`src/design/mbe_pkg.sv`:
```
package mbe_pkg;

    // Default parameter values
    localparam int MBE_MAX_DIM   = 1024;
    localparam int MBE_FRAC_BITS = 28;

    // Fixed field widths
    localparam int COORD_W = 32;
    localparam int DIM_W   = 11;
    localparam int ITER_W  = 16;
    localparam int IDX_W   = 10;
    localparam int CNT_W   = 17;
    localparam int PIX_W   = 20;
    localparam int CFG_AW  = 3;

    // Step divider: |x_max - x_min| fits 32 bits, the sign travels apart
    localparam int QUO_W     = 32;
    localparam int DIV_CNT_W = $clog2(QUO_W + 1);

    // Configuration register indexes
    localparam logic [CFG_AW-1:0] REG_X_MIN     = 3'd0;
    localparam logic [CFG_AW-1:0] REG_X_MAX     = 3'd1;
    localparam logic [CFG_AW-1:0] REG_Y_MIN     = 3'd2;
    localparam logic [CFG_AW-1:0] REG_Y_MAX     = 3'd3;
    localparam logic [CFG_AW-1:0] REG_ROWS      = 3'd4;
    localparam logic [CFG_AW-1:0] REG_COLS      = 3'd5;
    localparam logic [CFG_AW-1:0] REG_MAX_ITERS = 3'd6;

    // Request into the step divider
    typedef struct packed {
        logic                       go;
        logic signed [COORD_W:0]    dividend;
        logic        [DIM_W-1:0]    divisor;
    } t_div_req;

    // Status back from the step divider
    typedef struct packed {
        logic                       busy;
        logic                       done;
        logic signed [QUO_W:0]      quotient;
    } t_div_rsp;

endpackage

```
`src/design/mbe_div.sv`:
```
module mbe_div
    import mbe_pkg::*;
(
    input  logic     i_clk,
    input  logic     i_rst_n,
    input  t_div_req i_req,
    output t_div_rsp o_rsp
);

    logic                 r_busy;
    logic                 r_done;
    logic [DIV_CNT_W-1:0] r_cnt;
    logic [QUO_W-1:0]     r_quo;
    logic [DIM_W-1:0]     r_rem;
    logic [DIM_W-1:0]     r_div;
    logic                 r_neg;

    logic [QUO_W:0]       w_mag;
    logic [DIM_W:0]       w_trial;
    logic [DIM_W:0]       w_diff;
    logic                 w_ge;

    // Take magnitude of the signed dividend
    assign w_mag   = i_req.dividend[COORD_W] ? (QUO_W+1)'(-i_req.dividend)
                                             : (QUO_W+1)'(i_req.dividend);

    // One restoring step: shift in next dividend bit, try subtract
    assign w_trial = {r_rem, r_quo[QUO_W-1]};
    assign w_diff  = w_trial - {1'b0, r_div};
    assign w_ge    = (w_trial >= {1'b0, r_div});

    // Control: count one quotient bit per cycle
    always_ff @(posedge i_clk) begin
        if (!i_rst_n) begin
            r_busy <= 1'b0;
            r_done <= 1'b0;
            r_cnt  <= '0;
        end else begin
            r_done <= 1'b0;
            if (i_req.go && !r_busy) begin
                r_busy <= 1'b1;
                r_cnt  <= DIV_CNT_W'(QUO_W);
            end else if (r_busy) begin
                r_cnt <= r_cnt - 1'b1;
                if (r_cnt == DIV_CNT_W'(1)) begin
                    r_busy <= 1'b0;
                    r_done <= 1'b1;
                end
            end
        end
    end

    // Datapath: quotient bits shift in where dividend bits shift out
    always_ff @(posedge i_clk) begin
        if (i_req.go && !r_busy) begin
            r_quo <= w_mag[QUO_W-1:0];
            r_rem <= '0;
            r_div <= i_req.divisor;
            r_neg <= i_req.dividend[COORD_W];
        end else if (r_busy) begin
            r_quo <= {r_quo[QUO_W-2:0], w_ge};
            r_rem <= w_ge ? w_diff[DIM_W-1:0] : w_trial[DIM_W-1:0];
        end
    end

    // Restore sign: truncation toward zero
    assign o_rsp.busy     = r_busy;
    assign o_rsp.done     = r_done;
    assign o_rsp.quotient = r_neg ? -$signed({1'b0, r_quo}) : $signed({1'b0, r_quo});

endmodule

```
`config.mk`:
```
export PLATFORM = sky130hd
export DESIGN_NAME = mbe_div
export DESIGN_NICKNAME = d
export VERILOG_FILES = /design/src/design/mbe_pkg.sv /design/src/design/mbe_div.sv
export SDC_FILE = /design/constraint.sdc
export NUM_CORES = 1
export LEC_CHECK = 0
export ABC_AREA = 0
export BUFFER_PORTS_ARGS = -buffer_cell sky130_fd_sc_hd__buf_2
export CORE_ASPECT_RATIO = 0.6
export CORE_MARGIN = 2
export CORE_UTILIZATION = 56
export DETAILED_ROUTE_END_ITERATION = 12
export GPL_ROUTABILITY_DRIVEN = 0
export PLACE_DENSITY = 0.81
export SLEW_MARGIN = 20
export SYNTH_ARGS = -nofsm -noshare
export SYNTH_HDL_FRONTEND = slang
export SYNTH_SLANG_ARGS = --single-unit
export TNS_END_PERCENT = 1
```
`constraint.sdc`:
```
create_clock -name i_clk -period 3.5 [get_ports i_clk]
set_input_delay 0.7 -clock i_clk [delete_from_list [all_inputs] [get_ports i_clk]]
set_output_delay 0.7 -clock i_clk [all_outputs]
set_load 0.01 [all_outputs]
```
After elaboration in Yosys (flattened, before gate mapping)
Index checks and enable logic that the tools add are counted.

word-level totals
  register bits after elaboration = 63
  input port bits = 47
  output and inout bits = 35
  logic and storage cells = 32

operators by class
  add/sub/neg operators = 4
  magnitude comparators = 1
  equality and inequality tests = 1
  multiplexer cells = 11
  bitwise gates (word level) = 2
  reduce and logical (&&, ||, !) cells = 5

operator list
  cell                                                                 count
  32-bit two-way mux                                                   3
  33-bit two-way mux                                                   1
  32-bit negator with 33-bit output                                    1
  32-bit negator                                                       1
  12-bit by 11-bit >= comparator with 1-bit output                     1
  6-bit two-way mux                                                    2
  11-bit two-way mux                                                   1
  11-bit subtractor                                                    1
  6-bit by 1-bit == test with 1-bit output (second input constant)     1
  6-bit by 1-bit subtractor with 6-bit output (second input constant)  1
  1-bit two-way mux                                                    4
  3-bit OR reduction                                                   1
  1-bit inverter                                                       2
  2-bit nonzero test                                                   1
  2-bit OR reduction                                                   1
  1-bit logical AND                                                    1
  1-bit zero test                                                      1

Depth between registers and ports, before layout
Gate-level depths: netlist of run 1.

  depth in word-level cells = 4
  mapped depth = 10
  gate-level depth less buffers = 9

Worst setup path after synthesis of run 1
No wires, ideal clock.

  path type = reg-to-output
  from = register r_quo[23]
  to = output o_rsp[32] (netlist name)
  arrival = 2.279 ns
  required time = 2.800 ns
  slack = 0.521 ns
  cell stages (with the launch flop) = 6
  cells stage by stage = edfxtp_1 or4_1 or2_4 or4_4 or3_4 o31a_1

RTL lines
  what                      RTL line       source
  start: declaration        mbe_div.sv:13  logic [QUO_W-1:0] r_quo;
  start signal: assignment  mbe_div.sv:56  r_quo <= w_mag[QUO_W-1:0];
  start signal: assignment  mbe_div.sv:61  r_quo <= {r_quo[QUO_W-2:0], w_ge};
  end: declaration          mbe_div.sv:7   output t_div_rsp o_rsp

==> qor.csv, run 1 <==
metric;value;unit
Slew Limit Headroom;41.9;%
Tot Pwr;2.71;mW
hold_buf cts;0;
commonest non-fill, non-tap cell in the layout;buf_2;
Worst Hold Class;reg2reg;
Wirelength per Cell;16.6;um
Ys Warns;0;
RSZ-0062 raised after global routing;yes;
Max VDD drop;0.000220;V
Setup TNS;0;ns
area of the die;8450;um^2
Worst Hold Path Cells;2;
P_leak;2.14;nW
Die Span Y;72.0;um
Worst-path clk slew;0.06;ns
Final WS setup;0.0317;ns
row cnt;24;
#FFs+latches synth;63;
Core ar.;7360;um^2
RR Startpoint;r_quo[31];
DR vias;3890;
net count after synthesis;531;
post-route ant nets;0;
Slowest-stage cell, CP;or4_4;
Final #Nets;615;
most frequent cells in the layout;buf_2 (81), nand2_1 (59), o21ai_0 (55);
fraction of layout cells with a size suffix above 1;22.8;%
Setup violations, final;0;
WHS Endpoint;r_cnt[0];
Clock Sinks;63;
R2R depth;10;
port bufs;81;
kind of critical path;reg2out;
Yosys cell types;56;
final hold violations;0;
final worst path period need;3.47;ns
vias in the first global route;3424;
vias per inst;5.89;
CP max FO;5;
Post-Place Setup Slack;0.262;ns
Async S/R FF share, synth;0;%
Mapped Avg Cell Area;9.23;um^2
CP cell instances;or4_4 -> or2_4 -> or4_4 -> or3_4 -> o31a_1 -> buf_2;
CTS root buf;clkbuf_16;
Die X;117;um
Clock Latency Late Sink;0.32;ns
Inserted Diodes;0;
largest net degree at the start of global routing;59;
worst hold margin;0.490;ns
max cap viols;0;
post-route clock period utilization;99.1;%
R2R Path End;r_rem[9];
Worst R2R Setup Slack;0.33;ns
Top cell by count, worst path;or4_4;
grt total ovfl;0;
GR Util All Layers;26.1;%
Inserted Clock Buffers;9;
Slew Viols, Final;0;
first-pass GRT wire length;17300;um
Max Buffers Root-to-Sink;2;
Post-synth EDFFs;44;
Worst path max stage delay;0.51;ns
Starting Density;58.7;%
DRT Pass-1 Iters;4;
Worst EP required;2.80;ns
initial drt markers;263;
TritonCTS clock tree;done;
CP endpoint kind;primary output;
DRC;0;
I/O pin cnt;82;
Power Density;520;nW/um^2
status;completed;
Worst-Margin Slew;0.865;ns
hold path start;r_cnt[0];
fmax;288;MHz
initial antenna violation count;0;
post-synthesis sequential area ratio;39.4;%
CP arrival;2.77;ns
crit path launch;r_quo[22];
synthesized cell area;4320;um^2
Clock Skew;0.00386;ns
placed wire-length estimate;7880;um
nature of the critical path startpoint;register;
Layout area overhead;20.6;%
final wirelength;11000;um
H-tree Lvls;3;
Post-synth top flop;edfxtp_1;
Gate Count Post-Synth;468;
[per-stage QoR]
step	util, %	cell area (um^2)	instances
2_1_floorplan	-	4320	468
3_3_place_gp	65.6	4820	641
3_5_place_dp	65.6	4820	641
4_1_cts	70.1	5150	657
5_1_grt	70.8	5210	661
6_report	70.8	5210	661
[power breakdown]
group          internal (mW)  switching [mW]  total, mW
clock                  0.604           0.332      0.936
sequential             0.917           0.115       1.03
combinational          0.330           0.412      0.742
total                   1.85           0.859       2.71
[worst max-delay path: cells and delay by family, from the launching register on]
family / cells / cell delay (ns)
compound gates: 1 / 0.28
buf+inv: 1 / 0.14
flops: 1 / 0.45
simple gates: 4 / 1.56
[routing by layer]
layer / global-route usage, % / routed length (um)
met4: 8.03 / 135
met1: 38.1 / 5260
met5: 0 / 0
met2: 39.8 / 4790
met3: 4.80 / 813
[synth_stat cells, drive strengths merged, types with 7 or more instances]
| cell type | count | area (um^2) |
|---|---|---|
| a21oi | 7 | 35.0 |
| clkbuf | 14 | 52.6 |
| dfxtp | 19 | 380 |
| edfxtp | 44 | 1320 |
| ha | 15 | 188 |
| inv | 23 | 86.3 |
| nand2 | 59 | 221 |
| nor2 | 25 | 93.8 |
| nor3 | 13 | 70.1 |
| nor4 | 7 | 43.8 |
| o21ai | 59 | 299 |
| o31ai | 21 | 163 |
| o41ai | 8 | 85.1 |
| or4 | 10 | 86.3 |
| xnor2 | 35 | 307 |
| xor2 | 31 | 272 |
[worst max-delay path by stage]
stage	endpoint	slack, ns	depth (start not counted)
6_report	o_rsp[32]	0.03	6
5_1_grt	o_rsp[16]	-0.06	6
4_1_cts	o_rsp[32]	-0.004	6
3_5_place_dp	o_rsp[28]	0.26	7
3_3_place_gp	o_rsp[32]	0.40	6
2_1_floorplan	o_rsp[32]	0.52	5
[cell type report]
cell class / instances / area [um^2]
multi-input cells: 360 / 2460
fillers: 559 / 2150
flip-flops and latches: 63 / 1700
repair buffers: 93 / 495
clock buffers: 13 / 303
well taps: 104 / 130
inverters: 25 / 93.8
clock inverters: 3 / 18.8
[cell families after synthesis]
family	after synthesis	share of synthesized area, %
buf+inv	45	4.23
simple gates	149	17.5
xor+xnor	66	13.4
flops	63	39.4
fa+ha+maj	16	4.81
mux	9	2.17
compound gates	120	18.5
[timing repair]
action,CTS,global route
pin swaps,0,1
gates resized for setup,2,2
buffers inserted,0,4
setup endpoints to repair,4,6
[state kept, by name, indices dropped and copies added, names as in the netlist]
signal / flops
r_rem: 11
r_done: 1
r_busy: 1
r_cnt: 6
r_quo: 32
r_neg: 1
r_div: 11
Note: power is estimated with default switching activity, not from simulation.
==> run 2, diff against run 1 <==
--- a/config.mk
+++ b/config.mk
@@ -7,7 +7,7 @@
 export LEC_CHECK = 0
 export ABC_AREA = 0
 export BUFFER_PORTS_ARGS = -buffer_cell sky130_fd_sc_hd__buf_2
-export CORE_ASPECT_RATIO = 0.6
+export CORE_ASPECT_RATIO = 0.7
 export CORE_MARGIN = 2
 export CORE_UTILIZATION = 56
 export DETAILED_ROUTE_END_ITERATION = 12
==> qor.csv, run 2 (synthesis results as in run 1) <==
metric;value;unit;change
row cnt;26;;+8.3%
Final WS setup;0.0364;ns;+0.00463 ns
biggest regs;r_quo: 32 flops, r_div: 11 flops, r_rem: 11 flops;;
vias in the first global route;3604;;+5.3%
Worst Hold Class;reg2reg;;
post-route clock period utilization;99.0;%;-0.13 points
Slew Limit Headroom;53.3;%;+11 points
H-tree Lvls;3;;unchanged
final hold violations;0;;unchanged
initial antenna violation count;0;;unchanged
TritonCTS clock tree;done;;
post-route non-filler standard cell count;662;;+0.15%
Slew Viols, Final;0;;unchanged
grt total ovfl;0;;unchanged
Worst-path clk slew;0.08;ns;+0.02 ns
hold path start;r_cnt[5];;
final wirelength;10400;um;-5.8%
Starting Density;58.5;%;-0.22 points
CP max FO;6;;+1
commonest non-fill, non-tap cell in the layout;buf_2;;
kind of critical path;reg2out;;
RR Startpoint;r_quo[31];;
Worst R2R Setup Slack;0.59;ns;+0.26 ns
GR Util All Layers;25.6;%;-0.46 points
max cap viols;0;;unchanged
Worst EP required;2.80;ns;about the same
Clock Latency Late Sink;0.34;ns;+0.02 ns
WHS Endpoint;r_cnt[5];;
Biggest register;r_quo;;
first-pass GRT wire length;17000;um;-1.5%
initial drt markers;395;;+50%
Inserted Clock Buffers;9;;unchanged
P_leak;2.13;nW;-0.62%
fraction of layout cells with a size suffix above 1;24.5;%;+1.7 points
largest net degree at the start of global routing;59;;unchanged
DRC;0;;unchanged
worst hold margin;0.478;ns;-0.0118 ns
Post-Route Utilization;69.8;%;-0.94 points
hold_buf cts;0;;unchanged
CP arrival;2.76;ns;about the same
Worst-Margin Slew;0.697;ns;-0.168 ns
Power Density;471;nW/um^2;-9.4%
Layout area overhead;19.4;%;
DP Cell Count;634;;-1.1%
Clock Skew;0.00615;ns;+0.00229 ns
Worst Hold Path Cells;1;;-1
R2R Path End;r_rem[3];;
Die X;109;um;-7.2%
DR vias;3801;;-2.3%
dpl cell area;4810;um^2;-0.31%
Max VDD drop;0.000228;V;+3.4%
CTS root buf;clkbuf_8;;
port bufs;81;;unchanged
Post-Place Setup Slack;0.304;ns;+0.0415 ns
Setup violations, final;0;;unchanged
Core ar.;7380;um^2;+0.37%
nature of the critical path startpoint;register;;
most frequent cells in the layout;buf_2 (81), nand2_1 (59), o21ai_0 (55);;
post-route ant nets;0;;unchanged
Final #Nets;622;;+1.1%
fmax;289;MHz;+0.13%
Setup TNS;0;ns;unchanged
final worst path period need;3.46;ns;-0.00463 ns
area of the die;8440;um^2;-0.14%
Max Buffers Root-to-Sink;2;;unchanged
Clock Sinks;63;;unchanged
placed wire-length estimate;7600;um;-3.5%
Wirelength per Cell;15.7;um;-5.9%
Inserted Diodes;0;;unchanged
CP endpoint kind;primary output;;
final instance area;5160;um^2;-0.96%
max reg flops;32;;unchanged
vias per inst;5.74;;-2.4%
Die Span Y;77.5;um;+7.6%
RSZ-0062 raised after global routing;yes;;
R2R depth;10;;unchanged
status;completed;;
DRT Pass-1 Iters;5;;+1
I/O pin cnt;82;;unchanged
Tot Pwr;2.43;mW;-10%
run 2: power breakdown:
part	switching, mW	internal, mW
clock network	0.301	0.351
logic	0.411	0.342
registers	0.110	0.915
total	0.822	1.61
run 2: area by class of cell:
cell class,instances,area (um^2)
Timing Repair Buffer,100,548
Multi-Input combinational cell,360,2480
Clock buffer,10,138
Clock inverter,6,67.6
Sequential cell,63,1700
Inverter,25,93.8
Fill cell,550,2230
Tap cell,98,123
run 2: repair_timing:
action / CTS / global route
resized for setup: 3 / 5
setup endpoints to repair: 7 / 10
buffers inserted: 0 / 12
run 2: worst max path at each step:
stage / startpoint / slack, ns / to
after floorplan: r_quo[23] / 0.52 / o_rsp[32]
after global placement: r_quo[23] / 0.40 / o_rsp[32]
after detailed placement: r_quo[7] / 0.30 / o_rsp[28]
after CTS: r_quo[23] / -0.02 / o_rsp[32]
after global routing: r_quo[16] / -0.07 / o_rsp[22]
final: r_quo[16] / 0.04 / o_rsp[28]
run 2: per-layer routing:
metal | global-route usage [%] | routed length (um) | vias to the layer above | part of all wire (%)
li1 | - | - | 1897 | -
met1 | 36.3 | 4890 | 1732 | 47
met2 | 39.3 | 4550 | 147 | 44
met3 | 4.37 | 678 | 25 | 6.5
met4 | 9.23 | 242 | 0 | 2.3
met5 | 0 | 0 | - | 0
run 2: critical path, stage by stage (launching register included):
cell and delay (ns):
edfxtp_1 0.45, or4_4 0.59, nor3_2 0.16, nand2_1 0.08, or4_4 0.56, o41ai_2 0.27, xnor2_1 0.16, buf_2 0.15
==> run 3, diff against run 2 <==
--- a/config.mk
+++ b/config.mk
@@ -13,6 +13,7 @@
 export DETAILED_ROUTE_END_ITERATION = 12
 export GPL_ROUTABILITY_DRIVEN = 0
 export PLACE_DENSITY = 0.81
+export RECOVER_POWER = 100
 export SLEW_MARGIN = 20
 export SYNTH_ARGS = -nofsm -noshare
 export SYNTH_HDL_FRONTEND = slang
==> qor.csv, run 3 (synthesis results as in run 1) <==
metric;value;unit;change
Pint;1.60;mW;-0.72%
Worst-Margin Slew;1.48;ns;+0.782 ns
Worst Hold Path Cells;1;;unchanged
Post-Place Setup Slack;0.304;ns;unchanged
Die Span Y;77.5;um;unchanged
Post-Route Utilization;69.4;%;-0.44 points
Clock Skew;0.00713;ns;+0.000982 ns
vias per inst;5.74;;unchanged
fraction of layout cells with a size suffix above 1;21.3;%;-3.2 points
Fill cells;560;;+1.8%
Flop pwr share;42.4;%;+0.2 points
Inserted Diodes;0;;unchanged
Worst Hold Class;reg2reg;;
Biggest register;r_quo;;
final wirelength;10400;um;+0.27%
RSZ-0062 raised after global routing;yes;;
final hold violations;0;;unchanged
row cnt;26;;unchanged
Final #Nets;622;;unchanged
hold path start;r_cnt[5];;
vias in the first global route;3604;;unchanged
P_leak;2.07;nW;-2.6%
nature of the critical path startpoint;register;;
Worst-path clk slew;0.08;ns;about the same
commonest non-fill, non-tap cell in the layout;buf_2;;
Starting Density;58.5;%;unchanged
CP arrival;2.78;ns;+0.02 ns
R2R Path End;r_rem[3];;
H-tree Lvls;3;;unchanged
P_sw;0.823;mW;about the same
CTS root buf;clkbuf_8;;
status;completed;;
Die X;109;um;unchanged
WHS Endpoint;r_cnt[5];;
max cap viols;0;;unchanged
Final WS setup;0.0222;ns;-0.0142 ns
initial antenna violation count;0;;unchanged
CP endpoint kind;primary output;;
Max Buffers Root-to-Sink;2;;unchanged
Inserted Clock Buffers;9;;unchanged
area of the die;8440;um^2;unchanged
DR vias;3801;;unchanged
Clock Latency Late Sink;0.34;ns;about the same
kind of critical path;reg2out;;
biggest regs;r_quo: 32 flops, r_div: 11 flops, r_rem: 11 flops;;
Wirelength per Cell;15.7;um;+0.27%
placed wire-length estimate;7600;um;unchanged
Slew Limit Headroom;1.42;%;-52 points
Sw Share;34.0;%;+0.18 points
DRC;0;;unchanged
hold_buf cts;0;;unchanged
Slew Viols, Final;0;;unchanged
GR Util All Layers;25.6;%;unchanged
Power Density;472;nW/um^2;+0.18%
most frequent cells in the layout;buf_2 (66), nand2_1 (59), o21ai_0 (57);;
Clock Sinks;63;;unchanged
Core ar.;7380;um^2;unchanged
Worst R2R Setup Slack;0.33;ns;-0.26 ns
final worst path period need;3.48;ns;+0.0142 ns
R2R depth;10;;unchanged
TritonCTS clock tree;done;;
Setup violations, final;0;;unchanged
largest net degree at the start of global routing;59;;unchanged
dpl cell area;4810;um^2;unchanged
CP max FO;6;;unchanged
Setup TNS;0;ns;unchanged
I/O pin cnt;82;;unchanged
DRT Pass-1 Iters;5;;unchanged
initial drt markers;414;;+4.8%
final instance area;5120;um^2;-0.63%
Worst EP required;2.80;ns;about the same
Comb pwr share;30.6;%;-0.4 points
RR Startpoint;r_quo[31];;
fmax;288;MHz;-0.41%
post-route clock period utilization;99.4;%;+0.41 points
port bufs;81;;unchanged
Layout area overhead;18.7;%;
first-pass GRT wire length;17000;um;unchanged
post-route ant nets;0;;unchanged
clock power share;27.0;%;+0.2 points
max reg flops;32;;unchanged
grt total ovfl;0;;unchanged
worst hold margin;0.478;ns;-0.000294 ns
Max VDD drop;0.000228;V;+0.37%
==> run 3: cell types whose count changed in the layout (fill, tap and decap cells not counted), sizes merged <==
cell / change
buf: -19
clkbuf: +19
==> run 3: per-layer routing <==
metal / track usage (%) / part of all wire [%] / vias up
met2: 39.3 / 44 / 154
met4: 9.23 / 2.9 / 0
met3: 4.37 / 7.0 / 36
li1: - / - / 1902
met5: 0 / 0 / -
met1: 36.3 / 47 / 1709
==> run 3: repair_timing <==
action / in CTS / in global routing
gates resized for setup: 3 / 5
buffers inserted: 0 / 12
pin swaps: 0 / 0
endpoints found under the setup margin: 7 / 10
==> run 3: stage by stage <==
step	instances	power, mW
floorplan	468	1.50
global placement	634	1.71
detailed placement	634	1.74
CTS	650	2.39
global route	662	2.55
finish	662	2.42
==> run 3: worst max path at each step <==
stage,from,to,slack [ns],depth (start not counted)
CTS,r_quo[23],o_rsp[32],-0.02,6
detailed placement,r_quo[7],o_rsp[28],0.30,6
finish,r_quo[16],o_rsp[28],0.02,7
global placement,r_quo[23],o_rsp[32],0.40,6
floorplan,r_quo[23],o_rsp[32],0.52,5
global route,r_quo[16],o_rsp[22],-0.07,7
==> run 3: cell type report <==
type	count	area [um^2]	share of cell area [%]
clock inverters	6	67.6	1.32
clock buffers	10	138	2.69
repair buffers	100	515	10.1
inverters	25	93.8	1.83
multi-input cells	360	2480	48.5
flip-flops and latches	63	1700	33.2
well taps	98	123	2.39
==> run 3: worst max-delay path, stage by stage, from the launching register on <==
cell	delay, ns
edfxtp_1	0.46
or4_4	0.60
nor3_2	0.16
nand2_1	0.08
or4_4	0.56
o41ai_2	0.27
xnor2_1	0.16
buf_2	0.15
==> run 3: power groups by stage <==
stage | clock network [mW] | registers, mW | logic (mW)
final | 0.654 | 1.03 | 0.740
after global routing | 0.690 | 1.04 | 0.826
after CTS | 0.659 | 1.02 | 0.708
after detailed placement | 0 | 1.04 | 0.702
after global placement | 0 | 1.03 | 0.681
after floorplan | 0 | 1.00 | 0.499
